[src/hdl/keq_pkg.sv]
// shared types and constants for the keypad event qualifier
package keq_pkg;

    localparam int MAX_COLUMNS  = 4;
    localparam int KEY_W        = 32;
    localparam int KEY_IDX_W    = 5;
    localparam int RESULT_LIMIT = 36;
    localparam int CNT_W        = 6;
    localparam int COLS_W       = 3;
    localparam int ROWS_W       = 4;
    localparam int CFG_IDX_W    = 2;
    localparam int CFG_DATA_W   = 32;

    // effective column limit: the smaller of the build limit and four bytes
    localparam logic [COLS_W-1:0] COLS_CAP =
        COLS_W'((MAX_COLUMNS < 4) ? MAX_COLUMNS : 4);
    localparam logic [ROWS_W-1:0] ROWS_CAP = ROWS_W'(8);

    typedef enum logic [2:0] {
        EV_KEY_PRESS    = 3'd0,
        EV_KEY_RELEASE  = 3'd1,
        EV_PROG_PRESS   = 3'd2,
        EV_PROG_RELEASE = 3'd3,
        EV_LOCK         = 3'd4,
        EV_LIGHT        = 3'd5
    } kind_t;

    typedef enum logic [2:0] {
        LT_BLUE   = 3'd0,
        LT_RED    = 3'd1,
        LT_FLASH  = 3'd2,
        LT_KEEP   = 3'd3,
        LT_ROWS   = 3'd4
    } light_t;

    typedef enum logic [CFG_IDX_W-1:0] {
        REG_ACTIVE_COLUMNS = 2'd0,
        REG_ROWS_IN_USE    = 2'd1,
        REG_IGNORE_MASK    = 2'd2,
        REG_CRITICAL_MASK  = 2'd3
    } reg_idx_t;

    typedef struct packed {
        logic             prog_switch;
        logic [KEY_W-1:0] key_bits;
    } report_t;

    typedef struct packed {
        kind_t                event_kind;
        logic [KEY_IDX_W-1:0] key_index;
        light_t               light_cmd;
        logic                 locked_now;
        logic                 last_of_run;
    } result_t;

endpackage

[src/hdl/keypad_event_qualifier.sv]
// keypad event qualifier: bit-serial key scan, event sequencing and output register
//
//  channel   | direction | handshake           | payload
//  ----------+-----------+---------------------+-------------------------------
//  in        | in        | in_valid / in_stall | report_t (prog level, key bits)
//  out       | out       | out_valid/out_stall | result_t (one event)
//  cfg       | in        | cfg_valid/cfg_ready | cfg_index, cfg_data
//
//  one report passes these steps before the next can be taken: rest to take it, the
//  program switch, the press scan (a key that displaces a pending critical key is
//  looked at again), the release scan, the lock toggle and the flush of the final
//  event.
//  the scan looks at one key bit per cycle while the output register lets it run.
//  a stalled output register holds the engine until the event moves on.
//  reset clears key history, lock flag, pending key and masks; geometry is 4 x 8.
module keypad_event_qualifier (
    input  logic                                clk,
    input  logic                                rst_n,
    input  logic                                in_valid,
    output logic                                in_stall,
    input  keq_pkg::report_t                    in_data,
    output logic                                out_valid,
    input  logic                                out_stall,
    output keq_pkg::result_t                    out_data,
    input  logic                                cfg_valid,
    output logic                                cfg_ready,
    input  logic [keq_pkg::CFG_IDX_W-1:0]       cfg_index,
    input  logic [keq_pkg::CFG_DATA_W-1:0]      cfg_data
);
    import keq_pkg::*;

    // one-hot sequencer
    typedef enum logic [5:0] {
        ST_IDLE    = 6'b000001,
        ST_PROG    = 6'b000010,
        ST_PRESS   = 6'b000100,
        ST_RELEASE = 6'b001000,
        ST_LOCK    = 6'b010000,
        ST_FLUSH   = 6'b100000
    } state_t;

    // configuration
    logic [COLS_W-1:0]    cols_reg;
    logic [ROWS_W-1:0]    rows_reg;
    logic [KEY_W-1:0]     ignore_reg;
    logic [KEY_W-1:0]     critical_reg;

    // persistent state
    logic [KEY_W-1:0]     prev_keys_reg;   // rotates once per press scan
    logic                 prev_prog_reg;
    logic                 lock_reg;
    logic                 pend_v_reg;
    logic [KEY_IDX_W-1:0] pend_k_reg;

    // per-report working registers
    state_t               state_reg;
    logic [KEY_IDX_W-1:0] k_reg;
    logic [KEY_W-1:0]     cur_sr_reg;
    logic [KEY_W-1:0]     ign_sr_reg;
    logic [KEY_W-1:0]     crit_sr_reg;
    logic [KEY_W-1:0]     off_sr_reg;
    logic                 prog_l_reg;
    logic                 prog_rel_reg;
    logic                 was_locked_reg;
    logic [CNT_W-1:0]     cnt_reg;

    // one-deep hold so the final event of a report can be marked
    logic                 hold_v_reg;
    result_t              hold_reg;

    // output register
    logic                 out_v_reg;
    result_t              out_reg;

    // combinational scan and event logic
    logic [COLS_W-1:0]    cols_eff;
    logic [ROWS_W-1:0]    rows_eff;
    logic                 scanned;
    logic                 row_ok;
    logic                 cb;
    logic                 pb;
    logic                 on_b;
    logic                 off_b;
    logic                 nb;
    logic                 displace;
    logic                 gen;
    result_t              gen_res;
    result_t              push_res;
    logic                 take;
    logic                 can_push;
    logic                 go;
    logic                 push;
    logic                 accept;

    assign accept   = in_valid && !in_stall;
    assign in_stall = (state_reg != ST_IDLE);
    assign cfg_ready = 1'b1;
    assign out_valid = out_v_reg;
    assign out_data  = out_reg;

    // clamp geometry; user keeps config steady while a report is in work, unenforced
    assign cols_eff = (cols_reg > COLS_CAP) ? COLS_CAP : cols_reg;
    assign rows_eff = (rows_reg > ROWS_CAP) ? ROWS_CAP : rows_reg;

    // key k sits in bit zero of every shifting word
    assign scanned = ({1'b0, k_reg[KEY_IDX_W-1:3]} < cols_eff);
    assign row_ok  = ({1'b0, k_reg[2:0]} < rows_eff);
    assign cb      = cur_sr_reg[0];
    assign pb      = prev_keys_reg[0];
    assign on_b    = scanned && row_ok && !ign_sr_reg[0] && !was_locked_reg && cb && !pb;
    assign off_b   = scanned && row_ok && !ign_sr_reg[0] && !cb && pb;
    // locked: stored levels may only clear
    assign nb      = scanned ? (was_locked_reg ? (pb && cb) : cb) : pb;
    // a new press knocks out a different pending key first
    assign displace = on_b && pend_v_reg && (pend_k_reg != k_reg);

    assign can_push = !out_v_reg || !out_stall;

    always_comb
    begin
        gen     = 1'b0;
        gen_res = '{event_kind: EV_LIGHT, key_index: '0, light_cmd: LT_KEEP,
                    locked_now: lock_reg, last_of_run: 1'b0};
        case (state_reg)
            ST_PROG:
            begin
                gen = (prog_l_reg != prev_prog_reg);
                gen_res.event_kind = prog_l_reg ? EV_PROG_PRESS : EV_PROG_RELEASE;
            end
            ST_PRESS:
            begin
                gen = on_b;
                if (displace)
                begin
                    gen_res.event_kind = EV_LIGHT;
                    gen_res.key_index  = pend_k_reg;
                    gen_res.light_cmd  = LT_BLUE;
                end
                else if ((pend_v_reg && pend_k_reg == k_reg) || !crit_sr_reg[0])
                begin
                    gen_res.event_kind = EV_KEY_PRESS;
                    gen_res.key_index  = k_reg;
                    gen_res.light_cmd  = LT_RED;
                end
                else
                begin
                    gen_res.event_kind = EV_LIGHT;
                    gen_res.key_index  = k_reg;
                    gen_res.light_cmd  = LT_FLASH;
                end
            end
            ST_RELEASE:
            begin
                // releasing the pending key says nothing
                gen = off_sr_reg[0] && !(pend_v_reg && pend_k_reg == k_reg);
                gen_res.event_kind = EV_KEY_RELEASE;
                gen_res.key_index  = k_reg;
                gen_res.light_cmd  = was_locked_reg ? LT_KEEP : LT_BLUE;
            end
            ST_LOCK:
            begin
                gen = prog_rel_reg;
                gen_res.event_kind = EV_LOCK;
                gen_res.light_cmd  = LT_ROWS;
                gen_res.locked_now = !lock_reg;
            end
            default:
            begin
                gen = 1'b0;
            end
        endcase
    end

    // held event on its way out, marked as final when it leaves from the flush step
    always_comb
    begin
        push_res             = hold_reg;
        push_res.last_of_run = (state_reg == ST_FLUSH);
    end

    // past the limit events are dropped but the scan still updates state
    assign take = gen && (cnt_reg < CNT_W'(RESULT_LIMIT));
    assign go   = (state_reg == ST_FLUSH) ? (!hold_v_reg || can_push)
                                          : (!take || !hold_v_reg || can_push);
    assign push = hold_v_reg && can_push &&
                  ((state_reg == ST_FLUSH) || take);

    // configuration writes
    always_ff @(posedge clk or negedge rst_n)
    begin
        if (!rst_n)
        begin
            cols_reg     <= COLS_W'(4);
            rows_reg     <= ROWS_W'(8);
            ignore_reg   <= '0;
            critical_reg <= '0;
        end
        else if (cfg_valid && cfg_ready)
        begin
            case (reg_idx_t'(cfg_index))
                REG_ACTIVE_COLUMNS: cols_reg     <= cfg_data[COLS_W-1:0];
                REG_ROWS_IN_USE:    rows_reg     <= cfg_data[ROWS_W-1:0];
                REG_IGNORE_MASK:    ignore_reg   <= cfg_data[KEY_W-1:0];
                REG_CRITICAL_MASK:  critical_reg <= cfg_data[KEY_W-1:0];
                default:            cols_reg     <= cols_reg;
            endcase
        end
    end

    // sequencer and key state
    always_ff @(posedge clk or negedge rst_n)
    begin
        if (!rst_n)
        begin
            state_reg      <= ST_IDLE;
            k_reg          <= '0;
            prev_keys_reg  <= '0;
            prev_prog_reg  <= 1'b0;
            lock_reg       <= 1'b0;
            pend_v_reg     <= 1'b0;
            pend_k_reg     <= '0;
            prog_l_reg     <= 1'b0;
            prog_rel_reg   <= 1'b0;
            was_locked_reg <= 1'b0;
            cnt_reg        <= '0;
            hold_v_reg     <= 1'b0;
        end
        else
        begin
            if (take && go)
            begin
                hold_v_reg <= 1'b1;
                cnt_reg    <= cnt_reg + CNT_W'(1);
            end
            case (state_reg)
                ST_IDLE:
                begin
                    if (accept)
                    begin
                        prog_l_reg     <= in_data.prog_switch;
                        was_locked_reg <= lock_reg;
                        cnt_reg        <= '0;
                        k_reg          <= '0;
                        state_reg      <= ST_PROG;
                    end
                end
                ST_PROG:
                begin
                    if (go)
                    begin
                        prog_rel_reg  <= (prog_l_reg != prev_prog_reg) && !prog_l_reg;
                        prev_prog_reg <= prog_l_reg;
                        state_reg     <= ST_PRESS;
                    end
                end
                ST_PRESS:
                begin
                    if (go)
                    begin
                        if (displace)
                        begin
                            // same key again next cycle, now with nothing pending
                            pend_v_reg <= 1'b0;
                            pend_k_reg <= '0;
                        end
                        else
                        begin
                            prev_keys_reg <= {nb, prev_keys_reg[KEY_W-1:1]};
                            if (on_b)
                            begin
                                if ((pend_v_reg && pend_k_reg == k_reg) || !crit_sr_reg[0])
                                begin
                                    pend_v_reg <= 1'b0;
                                    pend_k_reg <= '0;
                                end
                                else
                                begin
                                    pend_v_reg <= 1'b1;
                                    pend_k_reg <= k_reg;
                                end
                            end
                            k_reg <= k_reg + KEY_IDX_W'(1);
                            if (&k_reg)
                            begin
                                state_reg <= ST_RELEASE;
                            end
                        end
                    end
                end
                ST_RELEASE:
                begin
                    if (go)
                    begin
                        k_reg <= k_reg + KEY_IDX_W'(1);
                        if (&k_reg)
                        begin
                            state_reg <= ST_LOCK;
                        end
                    end
                end
                ST_LOCK:
                begin
                    if (go)
                    begin
                        if (prog_rel_reg)
                        begin
                            pend_v_reg <= 1'b0;
                            pend_k_reg <= '0;
                            lock_reg   <= !lock_reg;
                        end
                        state_reg <= ST_FLUSH;
                    end
                end
                ST_FLUSH:
                begin
                    if (go)
                    begin
                        hold_v_reg <= 1'b0;
                        state_reg  <= ST_IDLE;
                    end
                end
                default:
                begin
                    state_reg <= ST_IDLE;
                end
            endcase
        end
    end

    // shifting words for the serial scan; payload, no reset
    always_ff @(posedge clk)
    begin
        if (accept)
        begin
            cur_sr_reg  <= in_data.key_bits;
            ign_sr_reg  <= ignore_reg;
            crit_sr_reg <= critical_reg;
        end
        else if (state_reg == ST_PRESS && go && !displace)
        begin
            cur_sr_reg  <= {1'b0, cur_sr_reg[KEY_W-1:1]};
            ign_sr_reg  <= {1'b0, ign_sr_reg[KEY_W-1:1]};
            crit_sr_reg <= {1'b0, crit_sr_reg[KEY_W-1:1]};
        end

        // release bits gathered in the press scan, replayed in the release scan
        if (state_reg == ST_PRESS && go && !displace)
        begin
            off_sr_reg <= {off_b, off_sr_reg[KEY_W-1:1]};
        end
        else if (state_reg == ST_RELEASE && go)
        begin
            off_sr_reg <= {1'b0, off_sr_reg[KEY_W-1:1]};
        end

        if (take && go)
        begin
            hold_reg <= gen_res;
        end
    end

    // output register
    always_ff @(posedge clk or negedge rst_n)
    begin
        if (!rst_n)
        begin
            out_v_reg <= 1'b0;
        end
        else if (push)
        begin
            out_v_reg <= 1'b1;
        end
        else if (out_v_reg && !out_stall)
        begin
            out_v_reg <= 1'b0;
        end
    end

    always_ff @(posedge clk)
    begin
        if (push)
        begin
            out_reg <= push_res;
        end
    end

    // checks

    // no event may linger in the hold once the sequencer is back at rest
    a_idle_hold_empty: assert property (@(posedge clk) disable iff (!rst_n)
        (state_reg == ST_IDLE) |-> !hold_v_reg)
        else $error("hold slot occupied while idle");

    // event count never passes the per-report limit
    a_count_limit: assert property (@(posedge clk) disable iff (!rst_n)
        cnt_reg <= CNT_W'(RESULT_LIMIT))
        else $error("event count above limit");

    // a transfer on the input starts the program switch step
    a_accept_starts: assert property (@(posedge clk) disable iff (!rst_n)
        accept |=> (state_reg == ST_PROG))
        else $error("report accepted but sequencer not started");

    // the flushed event is the final one of its report
    a_flush_marks_last: assert property (@(posedge clk) disable iff (!rst_n)
        (state_reg == ST_FLUSH && hold_v_reg && can_push)
            |=> (out_v_reg && out_reg.last_of_run))
        else $error("final event not marked");

endmodule
[config.mk]
export PLATFORM = sky130hd
export DESIGN_NAME = keypad_event_qualifier
export DESIGN_NICKNAME = d
export VERILOG_FILES = /design/src/hdl/keq_pkg.sv /design/src/hdl/keypad_event_qualifier.sv
export SDC_FILE = /design/constraint.sdc
export NUM_CORES = 1
export LEC_CHECK = 0
export ABC_AREA = 1
export BUFFER_PORTS_ARGS = -buffer_cell sky130_fd_sc_hd__buf_2
export CAP_MARGIN = 0
export CELL_PAD_IN_SITES_DETAIL_PLACEMENT = 0
export CELL_PAD_IN_SITES_GLOBAL_PLACEMENT = 1
export CORE_UTILIZATION = 36
export DETAILED_ROUTE_END_ITERATION = 7
export GPL_ROUTABILITY_DRIVEN = 0
export PLACE_DENSITY = 0.68
export SETUP_SLACK_MARGIN = 0.4
export SLEW_MARGIN = 20
export SYNTH_ARGS = -nofsm -noshare
export SYNTH_HDL_FRONTEND = slang
export SYNTH_SLANG_ARGS = --single-unit
[constraint.sdc]
create_clock -name clk -period 4.3 [get_ports clk]
set_input_delay 0.86 -clock clk [delete_from_list [all_inputs] [get_ports clk]]
set_output_delay 0.86 -clock clk [all_outputs]
set_load 0.02 [all_outputs]
==> reports/results.ini, run 1 <==
[layout]
fin_nets = 1284
drive_gt1_frac = 0.145
diodes = 0
final_cell_mix = nand2_1, edfxtp_1, dfrtp_1
n_fill_cell = 3048
area_delta_synth_final_pct = 16.2
layout_commonest_cell = nand2_1
final_area_mm2 = 0.0135

[setup_path]
r2r-start = rows_reg[3]
r2r_cells = 16
reg2reg_setup_slack_ns = 1.23
worst_setup_path_start_kind = flip-flop
cp.arrival_ns = 3.28
path_max_fanout = 96
timing.rr.end = ign_sr_reg[11]
critPathCaptureType = flip-flop
required_ns = 4.51
worst-setup-path-type = reg -> reg

[sta]
period_share = 0.714
rsz0062_at_grt = no
tightest_slew_ns = 1.00
maxSlewViolCount = 0
finalSetupTns_ns = 0
hold_viol = 0
fmax_mhz = 326
slew_headroom = 0.331
finalCriticalPeriod_ns = 3.07
finalSetupViolations = 0
finClkSkew_ns = 0.0236

[detailed_routing]
drt_iter0_markers = 437
first_pass_iters = 5
via_count = 7541
route.detailed.drc = 0
wl_mm = 21.5
viasPerCell = 4.62
postRouteAntennaNets = 0
wl_per_cell_um = 13.2

[synthesis]
netlist_instances = 1121
syn_area_mm2 = 0.0116
synth_nets = 1200
synth_flop_cell = edfxtp_1
yosysSeqAreaShare = 0.683
yosysWarnings = 0
ys_ff_latch = 286
synth_edf_count = 153
synthDistinctLibCells = 40
synthArstFlopShare = 0.465
syn_area_per_cell_um2 = 10.4

[floorplan]
die_y_um = 182
die_area_mm2 = 0.0330
initial_core_util = 0.367
io_pins = 88
die_w_um = 182
core_mm2 = 0.0316
num_rows = 65

[worst_hold_path]
min_from = off_sr_reg[20]
min_path_type = reg -> reg
min_delay_worst_endpoint = off_sr_reg[19]
whs_path_depth = 0

[clock_network]
cts_buffers = 30
cts-root-buf = clkbuf_16
clk_latency_ns = 0.57
clk_pin_slew_worst_paths_ns = 0.06
htreeDepth = 1
hold_buffers = 0
cts_sinks = 286
cts_tree = done
cts_resized = 0
cts_setup_buffers = 0
cts_buffer_depth = 3

[place]
placedInstanceArea_mm2 = 0.0124
hpwl_mm = 12.9
io_buffers = 86

[grt]
grt_pass1_vias = 7384
grt_max_degree = 134
grt_pass1_wl_mm = 36.5
grt_overflow = 0
grt_antenna_before_repair = 0
grt_usage = 0.135

[run]
maxCapViolations = 0

[power]
p_per_area_mw_per_mm2 = 632
p_leak_uw = 0.00613
vdd_drop_max_uv = 332

[run_status]
status = finished clean

[per-stage QoR]
step | total power (uW) | instances | setup WS (ns) | hold slack [ns] | util
5_1_grt | 9100 | 1631 | 1.05 | 0.427 | 0.426
2_1_floorplan | 5470 | 1121 | 0.835 | 0.400 | -
3_5_place_dp | 6010 | 1574 | 1.23 | 0.405 | 0.394
6_report | 8530 | 1631 | 1.23 | 0.414 | 0.426
3_3_place_gp | 5970 | 1574 | 1.36 | 0.403 | 0.394
4_1_cts | 8670 | 1630 | 1.24 | 0.419 | 0.425
[worst max-delay path by stage]
stage / cells past startpoint / from / to / slack (ns)
finish: 16 / rows_reg[3] / ign_sr_reg[11] / 1.23
global route: 16 / rows_reg[3] / ign_sr_reg[10] / 1.05
CTS: 15 / rows_reg[3] / off_sr_reg[2] / 1.24
detailed placement: 15 / rows_reg[3] / off_sr_reg[0] / 1.23
global placement: 16 / rows_reg[3] / crit_sr_reg[8] / 1.36
floorplan: 16 / rows_reg[3] / crit_sr_reg[0] / 0.84
[synth_stat cells, types with 2 or more instances]
cell | count | area share
buf_4 | 3 | 0.0019
edfxtp_1 | 153 | 0.40
o31ai_1 | 2 | 0.0013
o21ai_2 | 16 | 0.012
inv_1 | 97 | 0.031
nor2_1 | 23 | 0.0074
a21oi_1 | 6 | 0.0026
clkbuf_1 | 31 | 0.010
nand2_1 | 466 | 0.15
nand3_1 | 21 | 0.0091
dfrtp_1 | 130 | 0.28
nand2_2 | 3 | 0.0016
ha_1 | 7 | 0.0075
nand4_1 | 10 | 0.0054
nor2_2 | 4 | 0.0022
buf_6 | 3 | 0.0029
nand2_4 | 3 | 0.0029
xnor2_1 | 3 | 0.0023
buf_2 | 3 | 0.0013
dfstp_2 | 3 | 0.0068
xor2_1 | 4 | 0.0030
o21ai_0 | 107 | 0.046
inv_2 | 2 | 0.00065
o22ai_1 | 5 | 0.0027
[worst max-delay path, cell delays in order (launching register included)]
cell	delay, ns
dfstp_2	0.54
inv_1	0.07
nand2_1	0.06
ha_1	0.22
nand2_1	0.07
nand2_1	0.04
nand2_1	0.05
nand3_1	0.11
nor2_1	0.22
nand2_1	0.11
nand2_1	0.10
nand2_2	0.07
nand2_4	0.11
nand3_4	0.15
nand2_4	0.33
nand2_4	0.08
buf_12	0.24
[power breakdown]
group	total, uW	internal, uW	switching [uW]
Sequential	4160	3890	262
Clock	2600	1560	1040
Combinational	1770	545	1230
Total	8530	5990	2530
[cell type report]
type,instances,area [um2],share of cell area
multi-input cells,694,3140,0.233
repair buffers,93,531,0.0393
clock inverters,11,154,0.0114
inverters,100,378,0.0280
clock buffers,45,857,0.0635
flip-flops and latches,286,7930,0.588
well taps,402,503,0.0373
[cells by family (layout without fill, tap and decap cells)]
group                    Yosys count  in the layout  share of synthesized area
AO/OA/AOI/OAI                    137            137                     0.0655
flip-flops                       286            286                      0.683
buffers and inverters            141            249                     0.0491
XOR/XNOR                           7              7                    0.00528
AND/OR/NAND/NOR                  542            542                      0.190
other                              1              1                   0.000323
adder cells (fa/ha/maj)            7              7                    0.00754
[per-layer routing]
layer | global-route usage | routed length (um) | part of all wire | vias up
met2 | 0.217 | 9700 | 0.45 | 122
li1 | - | - | - | 3805
met3 | 0.0225 | 783 | 0.036 | 36
met5 | 0 | 0 | 0 | -
met1 | 0.187 | 10500 | 0.49 | 3578
met4 | 0.0400 | 522 | 0.024 | 0
Power figures use the tool's default switching activity.
==> run 2, diff against run 1 <==
- clock period: 4.3 -> 2.7 ns (I/O delays scaled with it)
==> reports/results.ini, run 2 (synthesis results as in run 1) <==
[detailed_routing]
postRouteAntennaNets = 0  ; unchanged
route.detailed.drc = 0  ; unchanged
via_count = 7777  ; was 7541
wl_per_cell_um = 13.8  ; was 13.2 um
drt_iter0_markers = 410  ; was 437
viasPerCell = 4.60  ; was 4.62
wl_mm = 23.4  ; was 21.5 mm
first_pass_iters = 4  ; was 5

[setup_path]
path_cells = inv_2 > nand2_1 > ha_1 > nand2_1 > nand2_1 > nand2_1 > nand3_2 > nor2_4 > nand2_2 > nand2_2 > nand2_4 > nand2_4 > nand3_4 > nand2_8 > nand2_8 > buf_6 > buf_16  ; was inv_1 > nand2_1 > ha_1 > nand2_1 > nand2_1 > nand2_1 > nand3_1 > nor2_1 > nand2_1 > nand2_1 > nand2_2 > nand2_4 > nand3_4 > nand2_4 > nand2_4 > buf_12
required_ns = 3.02  ; was 4.51 ns
worst_setup_path_start_kind = flip-flop  ; unchanged
worst-setup-path-type = reg -> reg  ; unchanged
critPathSlowestCell = dfstp_2  ; unchanged
critPathCaptureType = flip-flop  ; unchanged
path_max_fanout = 6  ; was 96
timing.rr.end = cur_sr_reg[26]  ; was ign_sr_reg[11]
r2r_cells = 17  ; was 16
cpMostUsedCell = nand2_1  ; unchanged
worst-path-buf-inv = 3  ; was 2
crit_family = simple AND/OR/NAND/NOR gates  ; unchanged
reg2reg_setup_slack_ns = 0.23  ; was 1.23 ns
cp.arrival_ns = 2.78  ; was 3.28 ns
cp_slowest_stage_delay_ns = 0.54  ; about the same
r2r-start = rows_reg[3]  ; unchanged

[clock_network]
clk_latency_ns = 0.55  ; was 0.57 ns
cts_buffer_depth = 3  ; unchanged
cts_buffers = 31  ; was 30
clk_pin_slew_worst_paths_ns = 0.06  ; about the same
cts-root-buf = clkbuf_16  ; unchanged
cts_tree = done  ; unchanged
cts_sinks = 286  ; unchanged
htreeDepth = 1  ; unchanged

[run_status]
status = finished clean  ; unchanged

[place]
io_buffers = 86  ; unchanged
hpwl_mm = 14.3  ; was 12.9 mm
pre_cts_ws_ns = 0.160  ; was 1.23 ns

[sta]
maxSlewViolCount = 0  ; unchanged
finalSetupTns_ns = 0  ; unchanged
fmax_mhz = 405  ; was 326 MHz
finalCriticalPeriod_ns = 2.47  ; was 3.07 ns
slew_headroom = 0.574  ; was 0.331
hold_viol = 0  ; unchanged
rsz0062_at_grt = yes  ; was no
setup_slack_ns = 0.234  ; was 1.23 ns
period_share = 0.913  ; was 0.714
finalSetupViolations = 0  ; unchanged
finClkSkew_ns = 0.00969  ; was 0.0236 ns
tightest_slew_ns = 0.639  ; was 1.00 ns

[layout]
n_fill_cell = 2969  ; was 3048
drive_gt1_frac = 0.224  ; was 0.145
layout_commonest_cell = nand2_1  ; unchanged
diodes = 0  ; unchanged
multi_input_area_mm2 = 0.00339  ; was 0.00314 mm2
area_delta_synth_final_pct = 24.5  ; was 16.2%
final_cell_mix = nand2_1, edfxtp_1, dfrtp_1  ; unchanged
fin_nets = 1343  ; was 1284
final_util = 0.457  ; was 0.426
regArea_mm2 = 0.00793  ; unchanged

[floorplan]
die_y_um = 182  ; unchanged
io_pins = 88  ; unchanged
num_rows = 65  ; unchanged
core_mm2 = 0.0316  ; unchanged
die_area_mm2 = 0.0330  ; unchanged
die_w_um = 182  ; unchanged
initial_core_util = 0.367  ; unchanged

[grt]
grt_usage = 0.145  ; was 0.135
grt_pass1_vias = 7779  ; was 7384
grt_max_degree = 100  ; was 134
grt_pass1_wl_mm = 39.1  ; was 36.5 mm
grt_antenna_before_repair = 0  ; unchanged
grt_overflow = 0  ; unchanged

[power]
p_per_area_mw_per_mm2 = 994  ; was 632 mW/mm2
p_leak_uw = 0.00655  ; was 0.00613 uW
vdd_drop_max_uv = 599  ; was 332 uV

[worst_hold_path]
min_path_type = in -> reg  ; was reg -> reg
whs_path_depth = 3  ; was 0
min_delay_worst_endpoint = prog_l_reg  ; was off_sr_reg[19]
min_from = in_data[32]  ; was off_sr_reg[20]

[run]
maxCapViolations = 0  ; unchanged

==> run 2: layout make-up <==
| cell class | instances | share of cell area |
|---|---|---|
| Clock inverter | 9 | 0.00545 |
| Sequential cell | 286 | 0.548 |
| Timing Repair Buffer | 148 | 0.0827 |
| Multi-Input combinational cell | 695 | 0.234 |
| Timing Repair inverter | 2 | 0.00139 |
| Clock buffer | 49 | 0.0647 |
| Inverter | 100 | 0.0283 |
| Tap cell | 402 | 0.0348 |
==> run 2: worst reg2reg max path, stage by stage (launching register included) <==
cell and delay [ns]:
dfstp_2 0.54, inv_2 0.05, nand2_1 0.05, ha_1 0.21, nand2_1 0.06, nand2_1 0.05, nand2_1 0.07, nand3_2 0.10
nor2_4 0.14, nand2_2 0.07, nand2_2 0.08, nand2_4 0.06, nand2_4 0.10, nand3_4 0.11, nand2_8 0.14, nand2_8 0.11
buf_6 0.17, buf_16 0.13
==> run 2: what timing repair did <==
item | 4_1_cts | 5_1_grt
cloned | 7 | 4
endpoints found under the hold margin | 27 | 0
setup buffers | 25 | 7
hold buffers | 1 | 0
endpoints found under the setup margin | 199 | 246
pin swaps | 8 | 14
resized for setup | 47 | 56
==> run 2: worst max-delay path by stage <==
stage,from,to,slack (ns),cells after the start
after CTS,cols_reg[2],off_sr_reg[11],0.30,17
after global placement,rows_reg[3],cur_sr_reg[28],0.21,16
after global routing,rows_reg[3],state_reg[1],0.09,18
final,rows_reg[3],cur_sr_reg[26],0.23,17
after floorplan,rows_reg[3],crit_sr_reg[0],0.08,16
after detailed placement,rows_reg[3],cnt_reg[0],0.16,18
==> run 2: routing by layer <==
metal,GRT usage,up-vias,share of wire
li1,-,3925,-
met1,0.198,3690,0.47
met3,0.0237,30,0.038
met2,0.241,132,0.48
met4,0.0339,0,0.019
met5,0,-,0
==> run 2: per-stage QoR <==
| stage | std cells | area, um2 | power [uW] | hold slack, ns |
|---|---|---|---|---|
| final | 1691 | 14500 | 14400 | 0.227 |
| after global routing | 1691 | 14500 | 15300 | 0.232 |
| after CTS | 1680 | 14200 | 14400 | 0.211 |
| after detailed placement | 1589 | 12700 | 9720 | 0.405 |
| after global placement | 1589 | 12700 | 9640 | 0.403 |
| after floorplan | 1121 | 11600 | 8720 | 0.244 |
==> run 2: where the power goes <==
group          switching [uW]  internal (uW)
sequential                449           6190
combinational            2230           1370
clock                    1670           2460
total                    4340          10000
==> run 3, diff against run 2 <==
- CORE_UTILIZATION: 36 -> 43
- PLACE_DENSITY: 0.68 -> 0.79
==> reports/results.ini, run 3 (synthesis results as in run 1) <==
[run_status]
status = complete, but fails checks  ; was finished clean
failed_checks = design-rule violations

[clock_network]
cts_buffers = 30  ; was 31
clk_pin_slew_worst_paths_ns = 0.06  ; about the same
cts_buffer_depth = 3  ; unchanged
hold_buffers = 0  ; was 1
clk_latency_ns = 0.55  ; about the same
cts_sinks = 286  ; unchanged
htreeDepth = 1  ; unchanged
cts-root-buf = clkbuf_16  ; unchanged
cts_tree = done  ; unchanged

[floorplan]
initial_core_util = 0.442  ; was 0.367
core_mm2 = 0.0263  ; was 0.0316 mm2
io_pins = 88  ; unchanged
die_area_mm2 = 0.0277  ; was 0.0330 mm2
num_rows = 59  ; was 65
die_w_um = 166  ; was 182 um
die_y_um = 166  ; was 182 um

[layout]
drive_gt1_frac = 0.207  ; was 0.224
area_delta_synth_final_pct = 21.5  ; was 24.5%
final_util = 0.537  ; was 0.457
diodes = 0  ; unchanged
final_cell_mix = nand2_1, edfxtp_1, dfrtp_1  ; unchanged
fin_nets = 1325  ; was 1343
layout_commonest_cell = nand2_1  ; unchanged

[place]
hpwl_mm = 13.7  ; was 14.3 mm
io_buffers = 86  ; unchanged
pre_cts_ws_ns = 0.157  ; was 0.160 ns

[setup_path]
timing.rr.end = crit_sr_reg[20]  ; was cur_sr_reg[26]
path_cells = inv_2 > nand2_1 > ha_1 > inv_1 > nor2_1 > nand2_1 > nand3_2 > nor2_4 > nand2_2 > nand2_2 > nand2_4 > nand2_4 > nand3_4 > nand2_8 > nand2_8 > buf_12  ; was inv_2 > nand2_1 > ha_1 > nand2_1 > nand2_1 > nand2_1 > nand3_2 > nor2_4 > nand2_2 > nand2_2 > nand2_4 > nand2_4 > nand3_4 > nand2_8 > nand2_8 > buf_6 > buf_16
r2r-start = rows_reg[3]  ; unchanged
required_ns = 3.00  ; was 3.02 ns
worst_setup_path_start_kind = flip-flop  ; unchanged
r2r_cells = 16  ; was 17
reg2reg_setup_slack_ns = 0.35  ; was 0.23 ns
worst-setup-path-type = reg -> reg  ; unchanged
critPathSlowestCell = dfstp_2  ; unchanged
cp_slowest_stage_delay_ns = 0.54  ; about the same
critPathCaptureType = flip-flop  ; unchanged
cp.arrival_ns = 2.65  ; was 2.78 ns
path_max_fanout = 34  ; was 6

[grt]
grt_pass1_vias = 7766  ; was 7779
grt_antenna_before_repair = 0  ; unchanged
grt_overflow = 0  ; unchanged
grt_pass1_wl_mm = 37.8  ; was 39.1 mm
grt_usage = 0.165  ; was 0.145
grt_max_degree = 100  ; unchanged

[detailed_routing]
first_pass_iters = 7  ; was 4
wl_per_cell_um = 14.0  ; was 13.8 um
via_count = 7739  ; was 7777
postRouteAntennaNets = 0  ; unchanged
wl_mm = 22.5  ; was 23.4 mm
viasPerCell = 4.82  ; was 4.60
route.detailed.drc = 8  ; was 0
drt_iter0_markers = 453  ; was 410

[sta]
slew_headroom = 0.549  ; was 0.574
setup_slack_ns = 0.348  ; was 0.234 ns
hold_viol = 0  ; unchanged
rsz0062_at_grt = yes  ; unchanged
fmax_mhz = 425  ; was 405 MHz
maxSlewViolCount = 0  ; unchanged
finalCriticalPeriod_ns = 2.35  ; was 2.47 ns
finClkSkew_ns = 0.00891  ; was 0.00969 ns
fin_hold_ws_ns = 0.0111  ; was 0.227 ns
period_share = 0.871  ; was 0.913
finalSetupTns_ns = 0  ; unchanged
finalSetupViolations = 0  ; unchanged
tightest_slew_ns = 0.677  ; was 0.639 ns

[run]
maxCapViolations = 0  ; unchanged

[worst_hold_path]
min_path_type = in -> async  ; was in -> reg

[power]
p_leak_uw = 0.00646  ; was 0.00655 uW
p_per_area_mw_per_mm2 = 1010  ; was 994 mW/mm2
p_total_uw = 14300  ; was 14400 uW
vdd_drop_max_uv = 666  ; was 599 uV

run 3: cell count changes in the layout (fill, tap and decap cells not counted), sizes merged:
cell | previous run | this run
clkinv | 7 | 12
clkbuf | 52 | 39
buf | 144 | 129
dlygate4sd3 | 1 | 0
bufinv | 1 | 6
run 3: power breakdown:
group | internal [uW] | switching [uW]
clock network | 2680 | 1660
logic | 1160 | 2160
registers | 6190 | 450
total | 10000 | 4270
run 3: worst max-delay path by stage:
stage / cells past startpoint / to / startpoint / slack (ns)
6_report: 16 / crit_sr_reg[20] / rows_reg[3] / 0.35
5_1_grt: 16 / cur_sr_reg[3] / rows_reg[3] / 0.19
4_1_cts: 16 / cur_sr_reg[29] / rows_reg[3] / 0.34
3_5_place_dp: 19 / cnt_reg[2] / rows_reg[3] / 0.16
3_3_place_gp: 18 / cnt_reg[0] / rows_reg[3] / 0.26
2_1_floorplan: 16 / crit_sr_reg[0] / rows_reg[3] / 0.08
run 3: routing by layer:
layer	global-route usage	up-vias	part of all wire
met4	0.0451	0	0.024
met2	0.269	129	0.48
li1	-	3876	-
met1	0.230	3693	0.46
met3	0.0248	41	0.036
met5	0	-	0
run 3: layout make-up:
cell class              count  area, um2
clock inverters            19        250
inverters                 100        404
clock buffers              37        807
flip-flops and latches    286       7930
well taps                 335        419
fillers                  2357      12200
multi-input cells         695       3350
repair inverters            2       17.5
repair buffers            131        938
run 3: through the flow:
stage | instance area [um2] | instances
2_1_floorplan | 11600 | 1121
3_3_place_gp | 12600 | 1523
3_5_place_dp | 12600 | 1523
4_1_cts | 13800 | 1592
5_1_grt | 14100 | 1605
6_report | 14100 | 1605
run 3: worst max-delay path: cells and delay by family, from the launching register on:
| kind | cells | cell delay (ns) |
|---|---|---|
| adders and majority gates | 1 | 0.22 |
| buffers and inverters | 3 | 0.31 |
| and+or+nand+nor | 12 | 1.02 |
| DFF | 1 | 0.54 |
run 3: what timing repair did:
action                     in CTS  in global routing
pin swaps                       3                  8
hold endpoints to repair        0                  0
cloned                          1                  4
gates resized for setup        24                 52
setup buffers                  12                  9
setup endpoints to repair     203                214
